==> src/hw/rtl/tre_pkg.sv <==
// ----------------------------------------------------------------------------
// tre_pkg
// Types, constants and the per-pixel packet decision shared by the TGA RLE
// pixel encoder.
// ----------------------------------------------------------------------------
`default_nettype none

package tre_pkg;

	localparam int OFFSET_BITS = 28;
	localparam int PIX_BITS    = 32;
	localparam int COL_BITS    = 16;
	localparam int CFG_BITS    = OFFSET_BITS;
	localparam int NUM_SLOTS   = 7;
	localparam int SLOT_BITS   = 3;
	localparam int RES_BITS    = OFFSET_BITS + PIX_BITS + 3 + 1;
	localparam int M_BITS      = ((RES_BITS + 7) / 8) * 8;

	// Configuration register indexes.
	localparam logic [1:0] REG_ROW_WIDTH  = 2'd0;
	localparam logic [1:0] REG_KEEP_ALPHA = 2'd1;
	localparam logic [1:0] REG_BYTE_LIMIT = 2'd2;

	// Header byte values.
	localparam logic [7:0] HDR_RUN_OPEN = 8'd127;
	localparam logic [7:0] HDR_RUN_FULL = 8'd254;
	localparam logic [7:0] HDR_RAW_OPEN = 8'd255;
	localparam logic [7:0] HDR_RAW_FULL = 8'd127;

	localparam logic [2:0] SIZE_HEADER = 3'd1;
	localparam logic [2:0] SIZE_BGR    = 3'd3;
	localparam logic [2:0] SIZE_BGRA   = 3'd4;

	typedef struct packed {
		logic [COL_BITS-1:0]    row_width;
		logic                   keep_alpha;
		logic [OFFSET_BITS-1:0] byte_limit;
	} cfg_t;

	// One memory write; the first member lands in the highest bits.
	typedef struct packed {
		logic                   too_large;
		logic [2:0]             size;
		logic [PIX_BITS-1:0]    data;
		logic [OFFSET_BITS-1:0] offset;
	} res_t;

	typedef struct packed {
		logic [PIX_BITS-1:0]    held_pixel;
		logic                   held_valid;
		logic [COL_BITS-1:0]    column_count;
		logic [OFFSET_BITS-1:0] out_offset;
		logic [OFFSET_BITS-1:0] header_offset;
		logic [7:0]             header_value;
		logic                   packet_open;
		logic                   in_run;
		logic                   overflowed;
	} enc_state_t;

	// Result of encoding one pixel: header before, pixel, header after.
	typedef struct packed {
		enc_state_t     st;
		logic [2:0]     vld;
		res_t [2:0]     slot;
	} enc_out_t;

	function automatic res_t tre_header(logic [OFFSET_BITS-1:0] off, logic [7:0] hv);
		res_t r;
		r           = '0;
		r.offset    = off;
		r.data      = {{(PIX_BITS-8){1'b0}}, hv};
		r.size      = SIZE_HEADER;
		return r;
	endfunction

	// Encodes one pixel against the packet state; next_eq tells whether the
	// following pixel is identical.
	function automatic enc_out_t tre_encode(enc_state_t s, logic [PIX_BITS-1:0] pix,
			logic next_eq, cfg_t cfg);
		enc_out_t               o;
		logic [COL_BITS-1:0]    w;
		logic [COL_BITS:0]      col_inc;
		logic                   last_col;
		logic [2:0]             n;
		logic [PIX_BITS-1:0]    bgra;
		logic [OFFSET_BITS-1:0] off;
		logic [OFFSET_BITS-1:0] hoff;
		logic [7:0]             hv;
		logic                   open;
		o        = '0;
		o.st     = s;
		w        = (cfg.row_width == '0) ? {{(COL_BITS-1){1'b0}}, 1'b1} : cfg.row_width;
		col_inc  = {1'b0, s.column_count} + {{COL_BITS{1'b0}}, 1'b1};
		last_col = (col_inc >= {1'b0, w});
		n        = cfg.keep_alpha ? SIZE_BGRA : SIZE_BGR;
		bgra     = {(cfg.keep_alpha ? pix[31:24] : 8'h00), pix[7:0], pix[15:8], pix[23:16]};
		off      = s.out_offset;
		hoff     = s.header_offset;
		hv       = s.header_value;
		open     = s.packet_open;
		if (s.out_offset >= cfg.byte_limit) begin
			o.st.overflowed      = 1'b1;
			o.vld[1]             = 1'b1;
			o.slot[1].too_large  = 1'b1;
		end else begin
			if (!last_col && next_eq && !(s.in_run && s.header_value == HDR_RUN_FULL)) begin
				if (!s.in_run) begin
					if (open) begin
						o.vld[0]  = 1'b1;
						o.slot[0] = tre_header(hoff, hv);
					end
					hoff = off;
					hv   = HDR_RUN_OPEN;
					off  = off + {{(OFFSET_BITS-1){1'b0}}, 1'b1};
					open = 1'b1;
					o.vld[1]         = 1'b1;
					o.slot[1].offset = off;
					o.slot[1].data   = bgra;
					o.slot[1].size   = n;
					off  = off + {{(OFFSET_BITS-3){1'b0}}, n};
				end
				hv          = hv + 8'd1;
				o.st.in_run = 1'b1;
			end else begin
				if (s.in_run) begin
					hv        = hv + 8'd1;
					o.vld[2]  = 1'b1;
					o.slot[2] = tre_header(hoff, hv);
					open      = 1'b0;
				end else begin
					if (s.column_count == '0 && open) begin
						o.vld[0]  = 1'b1;
						o.slot[0] = tre_header(hoff, hv);
						open      = 1'b0;
					end
					if (!open) begin
						hoff = off;
						hv   = HDR_RAW_OPEN;
						off  = off + {{(OFFSET_BITS-1){1'b0}}, 1'b1};
						open = 1'b1;
					end
					o.vld[1]         = 1'b1;
					o.slot[1].offset = off;
					o.slot[1].data   = bgra;
					o.slot[1].size   = n;
					off = off + {{(OFFSET_BITS-3){1'b0}}, n};
					hv  = hv + 8'd1;
					if (hv == HDR_RAW_FULL) begin
						o.vld[2]  = 1'b1;
						o.slot[2] = tre_header(hoff, hv);
						open      = 1'b0;
					end
				end
				o.st.in_run = 1'b0;
			end
			o.st.out_offset    = off;
			o.st.header_offset = hoff;
			o.st.header_value  = hv;
			o.st.packet_open   = open;
			o.st.column_count  = last_col ? '0 : col_inc[COL_BITS-1:0];
		end
		return o;
	endfunction

endpackage

`default_nettype wire

==> src/hw/rtl/tre_core.sv <==
// ----------------------------------------------------------------------------
// tre_core
// Encoder state and the decision logic for one input pixel: up to two pixel
// encodings and a closing header, laid out in fixed result slots.
// ----------------------------------------------------------------------------
`default_nettype none

module tre_core
	import tre_pkg::*;
(
	input  wire logic                    clk,
	input  wire logic                    arst_n,
	input  wire logic                    load,
	input  wire logic [PIX_BITS-1:0]     pix,
	input  wire logic                    fin,
	input  wire cfg_t                    cfg,
	output logic      [NUM_SLOTS-1:0]    slot_vld,
	output res_t      [NUM_SLOTS-1:0]    slot
);

	enc_state_t st_q;
	enc_state_t st_nxt;
	enc_out_t   e1;
	enc_out_t   e2;

	always_comb begin
		st_nxt   = st_q;
		slot_vld = '0;
		slot     = '0;
		e1       = tre_encode(st_q, st_q.held_pixel, (st_q.held_pixel == pix), cfg);
		if (!st_q.overflowed && st_q.held_valid) begin
			st_nxt        = e1.st;
			slot_vld[2:0] = e1.vld;
			slot[2:0]     = e1.slot;
		end
		e2 = tre_encode(st_nxt, pix, 1'b0, cfg);
		if (fin) begin
			if (!st_nxt.overflowed) begin
				slot_vld[5:3] = e2.vld;
				slot[5:3]     = e2.slot;
				if (!e2.st.overflowed && e2.st.packet_open) begin
					slot_vld[6] = 1'b1;
					slot[6]     = tre_header(e2.st.header_offset, e2.st.header_value);
				end
			end
			// The image is finished: the stream starts over.
			st_nxt = '0;
		end else if (!st_nxt.overflowed) begin
			st_nxt.held_pixel = pix;
			st_nxt.held_valid = 1'b1;
		end
	end

	always_ff @(posedge clk or negedge arst_n) begin
		if (!arst_n) begin
			st_q <= '0;
		end else if (load) begin
			st_q <= st_nxt;
		end
	end

endmodule

`default_nettype wire

==> src/hw/rtl/tre_outq.sv <==
// ----------------------------------------------------------------------------
// tre_outq
// Result register: holds the result slots of one input and hands out the
// valid ones in slot order, one per cycle while out_ready is high.
// ----------------------------------------------------------------------------
`default_nettype none

module tre_outq
	import tre_pkg::*;
(
	input  wire logic                    clk,
	input  wire logic                    arst_n,
	input  wire logic                    load,
	input  wire logic [NUM_SLOTS-1:0]    slot_vld,
	input  wire res_t [NUM_SLOTS-1:0]    slot,
	output logic                         can_load,
	output logic                         out_valid,
	output res_t                         out_res,
	output logic                         out_last,
	input  wire logic                    out_ready
);

	logic [NUM_SLOTS-1:0] mask_q;
	res_t [NUM_SLOTS-1:0] slot_q;
	logic [NUM_SLOTS-1:0] mask_rest;
	logic [SLOT_BITS-1:0] sel;

	always_comb begin
		sel = '0;
		for (int i = NUM_SLOTS - 1; i >= 0; i--) begin
			if (mask_q[i]) begin
				sel = SLOT_BITS'(i);
			end
		end
	end

	// Dropping the lowest set bit leaves what is still to be sent.
	assign mask_rest = mask_q & (mask_q - {{(NUM_SLOTS-1){1'b0}}, 1'b1});
	assign out_valid = |mask_q;
	assign out_last  = (mask_rest == '0);
	assign out_res   = slot_q[sel];
	assign can_load  = !out_valid || (out_last && out_ready);

	always_ff @(posedge clk or negedge arst_n) begin
		if (!arst_n) begin
			mask_q <= '0;
		end else if (load) begin
			mask_q <= slot_vld;
		end else if (out_valid && out_ready) begin
			mask_q <= mask_rest;
		end
	end

	always_ff @(posedge clk) begin
		if (load) begin
			slot_q <= slot;
		end
	end

endmodule

`default_nettype wire

==> src/hw/rtl/tga_rle_pixel_encoder.sv <==
// Path: an accepted pixel passes the input register, then the result register,
// before its first write is on the output.
// Throughput: one pixel per cycle while each pixel causes at most one write and
// m_tready is high; more writes hold the result register until the last is taken.
// Reset: arst_n clears the packet state and both registers at once and loads the
// configuration defaults (row width 1, alpha kept, byte limit all ones).
// ----------------------------------------------------------------------------
// tga_rle_pixel_encoder
// Streams RGBA pixels in and TGA run-length packets out as byte-offset writes.
// ----------------------------------------------------------------------------
`default_nettype none

module tga_rle_pixel_encoder
	import tre_pkg::*;
(
	input  wire logic                   clk,
	input  wire logic                   arst_n,
	// Pixel stream in. tdata: pixel_rgba[31:0]. tlast: final_pixel.
	input  wire logic                   s_tvalid,
	output logic                        s_tready,
	input  wire logic [PIX_BITS-1:0]    s_tdata,
	input  wire logic                   s_tlast,
	// Write stream out. tdata: write_offset, write_data[31:0], write_size[2:0],
	// too_large, from the lowest bit up. tlast: last_of_step.
	output logic                        m_tvalid,
	input  wire logic                   m_tready,
	output logic [M_BITS-1:0]           m_tdata,
	output logic                        m_tlast,
	// Register writes, taken at any time; software writes them only while idle.
	input  wire logic                   cfg_valid,
	output logic                        cfg_ready,
	input  wire logic [1:0]             cfg_index,
	input  wire logic [CFG_BITS-1:0]    cfg_data
);

	cfg_t                  cfg_q;
	logic                  vld_s1;
	logic [PIX_BITS-1:0]   pix_s1;
	logic                  fin_s1;
	logic                  load;
	logic                  can_load;
	logic [NUM_SLOTS-1:0]  slot_vld;
	res_t [NUM_SLOTS-1:0]  slot;
	res_t                  out_res;

	assign cfg_ready = 1'b1;

	// Configuration registers. Writes to an unused index are dropped.
	always_ff @(posedge clk or negedge arst_n) begin
		if (!arst_n) begin
			cfg_q.row_width  <= {{(COL_BITS-1){1'b0}}, 1'b1};
			cfg_q.keep_alpha <= 1'b1;
			cfg_q.byte_limit <= '1;
		end else if (cfg_valid) begin
			case (cfg_index)
				REG_ROW_WIDTH:  cfg_q.row_width  <= cfg_data[COL_BITS-1:0];
				REG_KEEP_ALPHA: cfg_q.keep_alpha <= cfg_data[0];
				REG_BYTE_LIMIT: cfg_q.byte_limit <= cfg_data[OFFSET_BITS-1:0];
				default: ;
			endcase
		end
	end

	// The input register moves its pixel into the encoder whenever the result
	// register is free or is handing out its last write in this cycle, so a
	// fresh pixel can be taken in the same cycle.
	assign load     = vld_s1 && can_load;
	assign s_tready = !vld_s1 || can_load;

	always_ff @(posedge clk or negedge arst_n) begin
		if (!arst_n) begin
			vld_s1 <= 1'b0;
		end else if (s_tready) begin
			vld_s1 <= s_tvalid;
		end
	end

	always_ff @(posedge clk) begin
		if (s_tvalid && s_tready) begin
			pix_s1 <= s_tdata;
			fin_s1 <= s_tlast;
		end
	end

	// The encoder works on the held lookahead pixel and the new one together,
	// and updates its state only when the results have a place to go.
	tre_core u_core (
		.clk      (clk),
		.arst_n   (arst_n),
		.load     (load),
		.pix      (pix_s1),
		.fin      (fin_s1),
		.cfg      (cfg_q),
		.slot_vld (slot_vld),
		.slot     (slot)
	);

	tre_outq u_outq (
		.clk       (clk),
		.arst_n    (arst_n),
		.load      (load),
		.slot_vld  (slot_vld),
		.slot      (slot),
		.can_load  (can_load),
		.out_valid (m_tvalid),
		.out_res   (out_res),
		.out_last  (m_tlast),
		.out_ready (m_tready)
	);

	assign m_tdata = {{(M_BITS-RES_BITS){1'b0}}, out_res};

endmodule

`default_nettype wire

==> config.mk <==
export PLATFORM = sky130hd
export DESIGN_NAME = tga_rle_pixel_encoder
export DESIGN_NICKNAME = d
export VERILOG_FILES = /design/src/hw/rtl/tre_pkg.sv /design/src/hw/rtl/tre_core.sv /design/src/hw/rtl/tre_outq.sv /design/src/hw/rtl/tga_rle_pixel_encoder.sv
export SDC_FILE = /design/constraint.sdc
export NUM_CORES = 1
export LEC_CHECK = 0
export ABC_AREA = 1
export BUFFER_PORTS_ARGS = -buffer_cell sky130_fd_sc_hd__buf_2
export CORE_UTILIZATION = 40
export DETAILED_ROUTE_END_ITERATION = 7
export PLACE_DENSITY = 0.62
export SLEW_MARGIN = 20
export SYNTH_ARGS = -nofsm -noshare
export SYNTH_HDL_FRONTEND = slang
export SYNTH_SLANG_ARGS = --single-unit
==> constraint.sdc <==
create_clock -name clk -period 22.8 [get_ports clk]
set_input_delay 4.56 -clock clk [delete_from_list [all_inputs] [get_ports clk]]
set_output_delay 4.56 -clock clk [all_outputs]
set_load 0.01 [all_outputs]
---- Word level (Yosys, flattened, before mapping) ----
Cells that the tools add are included.
storage, ports and cells
  output and inout port bits .............. 68
  logic and storage cells ................. 220
  flip-flop bits (word level) ............. 650
  input port bits ......................... 68
operators by class
  multiplexer cells ....................... 102
  order comparisons ....................... 4
  reduce and logical (&&, ||, !) cells .... 39
  bitwise logic cells ..................... 6
  equality and inequality tests ........... 7
  $add $sub $neg .......................... 11
operator list
  kind                                                  number
  2-to-1 mux 28 bit                                     16
  2-to-1 mux 127 bit                                    3
  2-to-1 mux 61 bit                                     6
  2-to-1 mux 64 bit                                     4
  binary-select mux 64 bit (select 3 bit)               1
  2-to-1 mux 83 bit                                     2
  2-to-1 mux 65 bit                                     2
  2-to-1 mux 8 bit                                      14
  2-to-1 mux 82 bit                                     1
  2-to-1 mux 33 bit                                     2
  adder 28 x 1 -> 28 bit (second input constant)        2
  adder 28 x 3 -> 28 bit                                2
  greater-or-equal comparator 28 bit                    2
  logical NOT 16 bit                                    3
  adder 8 x 1 -> 8 bit (second input constant)          5
  2-to-1 mux 38 bit                                     1
  equality test 32 bit                                  1
  2-to-1 mux 16 bit                                     2
  2-to-1 mux 1 bit                                      31
  2-to-1 mux 3 bit                                      9
  adder 16 x 1 -> 17 bit (second input constant)        1
  greater-or-equal comparator 17 x 16 -> 1 bit          1
  equality test 8 x 7 -> 1 bit (second input constant)  2
  2-to-1 mux 7 bit                                      2
  22 further kinds                                      54

---- Longest topological paths before layout ----
  depth in word-level cells ............... 37
  depth in mapped cells ................... 45
  gate-level depth less buffers ........... 43

---- Modules after synthesis ----
From an unflattened synthesis, not the netlist that was laid out.
second synthesis, totals
  cell total of the unflattened synthesis .. 5265
  area, all modules ....................... 41220.8 µm²
by module, submodules not included
  module                 instances  cells an instance  seq. area each (µm²)  area each (µm²)
  tre_outq               1          1910               13628.1               20091.8
  tre_core               1          3111               2902.8                18122.4
  tga_rle_pixel_encoder  1          244                2179.6                3006.6

---- Worst setup path after synthesis ----
No wires, ideal clock.
  path kind ............................... in2reg
  start ................................... in m_tready
  end ..................................... reg u_outq.slot_q[0] (netlist bit) (enable)
  path buffers ............................ 1
  path slack .............................. 8483 ps
  required time ........................... 22003 ps
  arrival time ............................ 13520 ps
  cell stages on the path ................. 5
  cells stage by stage .................... nand2_1 > nand2_1 > inv_1 > nor2_1 > clkbuf_1
on the way
  word-level cells in the longest chain between the ends .. 3
ends and longest elaborated chain
  item                    RTL line                     source
  start: declaration      tga_rle_pixel_encoder.sv:26  input wire logic m_tready,
  logical AND 1 bit       tre_outq.sv:42               assign can_load = !out_valid || (out_last && out_ready);
  logical OR 1 bit        tre_outq.sv:42
  logical AND 1 bit       tga_rle_pixel_encoder.sv:67  assign load = vld_s1 && can_load;
  net load                tga_rle_pixel_encoder.sv:40  logic load;
  end signal: assignment  tre_outq.sv:56               slot_q <= slot;
  end: declaration        tre_outq.sv:24               res_t [NUM_SLOTS-1:0] slot_q;
The timed path passes the listed nets, and every way through them passes these cells.
A chain may end at the register's enable or synchronous reset.

---- Final worst setup path ----
  start ................................... in m_tready
  end ..................................... out s_tready
on the way
  word-level cells in the longest chain between the ends .. 3
ends and longest elaborated chain
  item               RTL line                     source
  logical AND 1 bit  tre_outq.sv:42
  logical OR 1 bit   tre_outq.sv:42
  logical OR 1 bit   tga_rle_pixel_encoder.sv:68  assign s_tready = !vld_s1 || can_load;
  end: declaration   tga_rle_pixel_encoder.sv:20  output logic s_tready,
No other way between the ends.

==> impl_metrics.json <==
{
  "cts_buffer_depth": 3,
  "synth-edff-count": 344,
  "path_max_fanout": 3,
  "grt_first_pass_wirelength_mm": 172,
  "cp_cell_sequence": "buf_2 -> nand2_1 -> nand2_1 -> inv_1 -> nand2_1 -> buf_2",
  "multi_input_comb_area_mm2": 0.0147,
  "synthFlopType": "edfxtp_1",
  "worst_slew_pin_slew_ps": 1190,
  "die_h_um": 285,
  "cap_violations": 0,
  "worst-path-buf-inv": 3,
  "setup_viol": 0,
  "cellLeakagePower_uw": 0.0145,
  "synth_cell_type_count": 68,
  "max_freq_mhz": 103,
  "final_nets": 4201,
  "crit_path_top_delay_cell": "buf_2",
  "antenna_found_initial": 3,
  "total_power_uw": 5200,
  "postSynthAreaPerCell_um2": 7.99,
  "drt_iter0_markers": 3569,
  "n_fill_cell": 7932,
  "drive_gt1_share_pct": 12.7,
  "peakVddDrop_v": 0.0000911,
  "required_ps": 18240,
  "start_util_pct": 40.5,
  "holdPathEnd": "cfg_q[7]",
  "dr_total_vias": 29300,
  "root_buffer": "clkbuf_16",
  "grt_use_total_pct": 27.7,
  "grt_pass1_vias": 27200,
  "crit_start": "m_tready",
  "die_width_um": 285,
  "post_cts_buffers": 0,
  "min_path_type": "reg -> reg",
  "syn_to_final_growth_pct": 10.4,
  "post-route-period-util_pct": 42.5,
  "hold_path_depth": 2,
  "drv_slew": 0,
  "cellPowerDensity_mw_per_mm2": 147,
  "wire_per_inst_um": 22.4,
  "numCtsBuffers": 56,
  "ant_nets": 0,
  "path_depth": 6,
  "rsz0062_at_grt": "false",
  "htree_num_levels": 2,
  "max-slew-margin-rel_pct": 20.9,
  "cpMostUsedCell": "nand2_1",
  "dr.pass1.iters": 7,
  "drt_wl_total_mm": 115,
  "grt_max_degree": 107,
  "worst_r2r_startpoint": "u_core.st_q[67]",
  "path_clk_slew_ps": 60,
  "r2r_end": "u_outq.slot_q[315]",
  "num_rows": 103,
  "cts_sinks": 513,
  "io-pin-count": 136,
  "slowest_delay_ps": 150,
  "ys_seq_area_share_pct": 45.6,
  "ys_async_sr_fraction_pct": 32.9,
  "dp_hpwl_mm": 77.9,
  "cpLargestDelayFamily": "buffers and inverters",
  "synth_nets": 4166,
  "synth_area_leader_cell": "edfxtp_1",
  "synth_top_area_share_pct": 32.3,
  "synth.area.top_cells": "edfxtp_1 (32%), dfrtp_1 (11%), nand2_1 (9.3%), nor2_1 (5.8%), o21ai_0 (5.4%)",
  "hp-start": "cfg_q[7]",
  "regArea_mm2": 0.0146,
  "period_minus_slack_ps": 9680,
  "overflow": 0,
  "synth.ff_latch_count": 513,
  "via_per_inst": 5.71,
  "worstSetupPathType": "in -> out",
  "syn_inst": 4006,
  "insertion_delay_ps": 670,
  "outcome": "finished clean",
  "yosysWarnings": 0,
  "reg2regPathDepth": 36,
  "cp-end-kind": "output port",
  "io_buffer_count": 134,
  "final.setup.tns_ps": 0,
  "cts_tree": "built",
  "ctsResizeCount": 0,
  "r2r_slack_ps": 14090,
  "hold_viol": 0,
  "cp_data_arrival_time_ps": 5120,
  "start_kind": "input pin",
  "fin_skew_ps": 58.3,
  "synth_area_mm2": 0.0320,
  "gp_congestion": 1.03,
  "core-area_mm2": 0.0791,
  "drcViolationCount": 0,
  "fp.dieArea_mm2": 0.0812,
  "cts_hold_buffers": 0
}
## cells in the final DEF (no fill, tap or decap), types with 17 or more instances in the layout
cell type / instances
nor2_1: 495
buf_4: 54
ha_1: 90
o21ai_1: 23
inv_1: 443
clkbuf_1: 19
buf_2: 133
o211ai_1: 47
nor2_2: 30
edfxtp_1: 344
a21oi_1: 174
nand2_1: 793
dfrtp_1: 139
dfstp_2: 30
nor2_4: 17
o221ai_1: 38
nor3_1: 39
clkbuf_16: 57
nand4_1: 114
o21ai_0: 344
xor2_1: 52
inv_2: 44
nand2_2: 42
nand3_1: 208
o22ai_1: 101
## final cells by class
type	instances	area share (%)
multi-input cells	2785	41.5
flip-flops and latches	513	41.3
inverters	496	5.30
clock buffers	85	4.57
well taps	1050	3.72
repair buffers	189	3.13
clock inverters	17	0.489
diodes	1	0.00708
## sequential cells by signal, summed over array words and instances, names as in the netlist
| name | cells |
|---|---|
| u_outq.slot_q | 311 |
| cfg_q | 45 |
| u_core.st_q | 83 |
| u_outq.mask_q | 7 |
| vld_s1 | 1 |
| fin_s1 | 1 |
| pix_s1 | 32 |
| u_core.e1 | 33 |
## worst max-delay path by stage
stage	to
after floorplan	u_outq.slot_q[0]
after global placement	s_tready
after detailed placement	s_tready
after CTS	s_tready
after global routing	s_tready
final	s_tready
## power breakdown
part / internal, µW / switching (µW)
clock: 492 / 406
combinational: 685 / 1960
sequential: 1470 / 181
## metal layers
metal,track usage (%),up-vias,wire (µm)
li1,-,13600,-
met1,40.8,14000,50500
met2,41.0,1520,48800
met3,5.37,215,12200
met4,8.42,2,3380
met5,0,-,20
## worst reg2reg max path: cells and delay by family (launching register included)
kind | cells | cell delay, ps
and+or+nand+nor | 20 | 3230
buffers and inverters | 9 | 2160
AOI/OAI and AO/OA | 3 | 1600
adders and majority gates | 3 | 880
DFF | 1 | 420
xor gates and xnor gates | 1 | 180
## synthesized netlist by cell type, drive strengths merged, types with 3 or more instances
cell     count
nand3      222
o221ai      38
o32ai        4
inv        494
ha          90
dfrtp      139
a211oi      16
a221oi       6
a21boi       3
dfstp       30
o21bai       6
nand3b       3
nand2      837
and2         5
a22oi        4
or2         14
a21o         3
xor2        55
nor2       544
o211ai      49
nor3        49
a21oi      182
o22ai      101
xnor2        6
clkbuf     136
o21a         5
nor3b        4
buf         76
nor4        15
o2111ai      7
nand4      115
edfxtp     344
o21ai      385
a31oi        8
## cell families (layout without fill, tap and decap cells)
group | Yosys count | in the layout | synth area share (%)
compound gates | 821 | 821 | 15.2
xor+xnor | 61 | 61 | 1.74
fa+ha+maj | 92 | 92 | 3.64
buf+inv | 708 | 787 | 8.79
flops | 513 | 513 | 45.6
other cells | 1 | 2 | 0.0117
simple gates | 1810 | 1810 | 25.0
## through the flow
stage	area (µm²)	setup slack, ps	hold slack (ps)	instances	utilization [%]
final	35300	13120	489	5136	44.7
after global routing	35300	13070	509	5136	44.7
after CTS	35300	13120	494	5135	44.7
after detailed placement	33500	13120	485	5033	42.4
after global placement	33500	13100	478	5033	42.4
after floorplan	32000	8480	470	4006	-
Note: power is estimated with default switching activity, not from simulation.
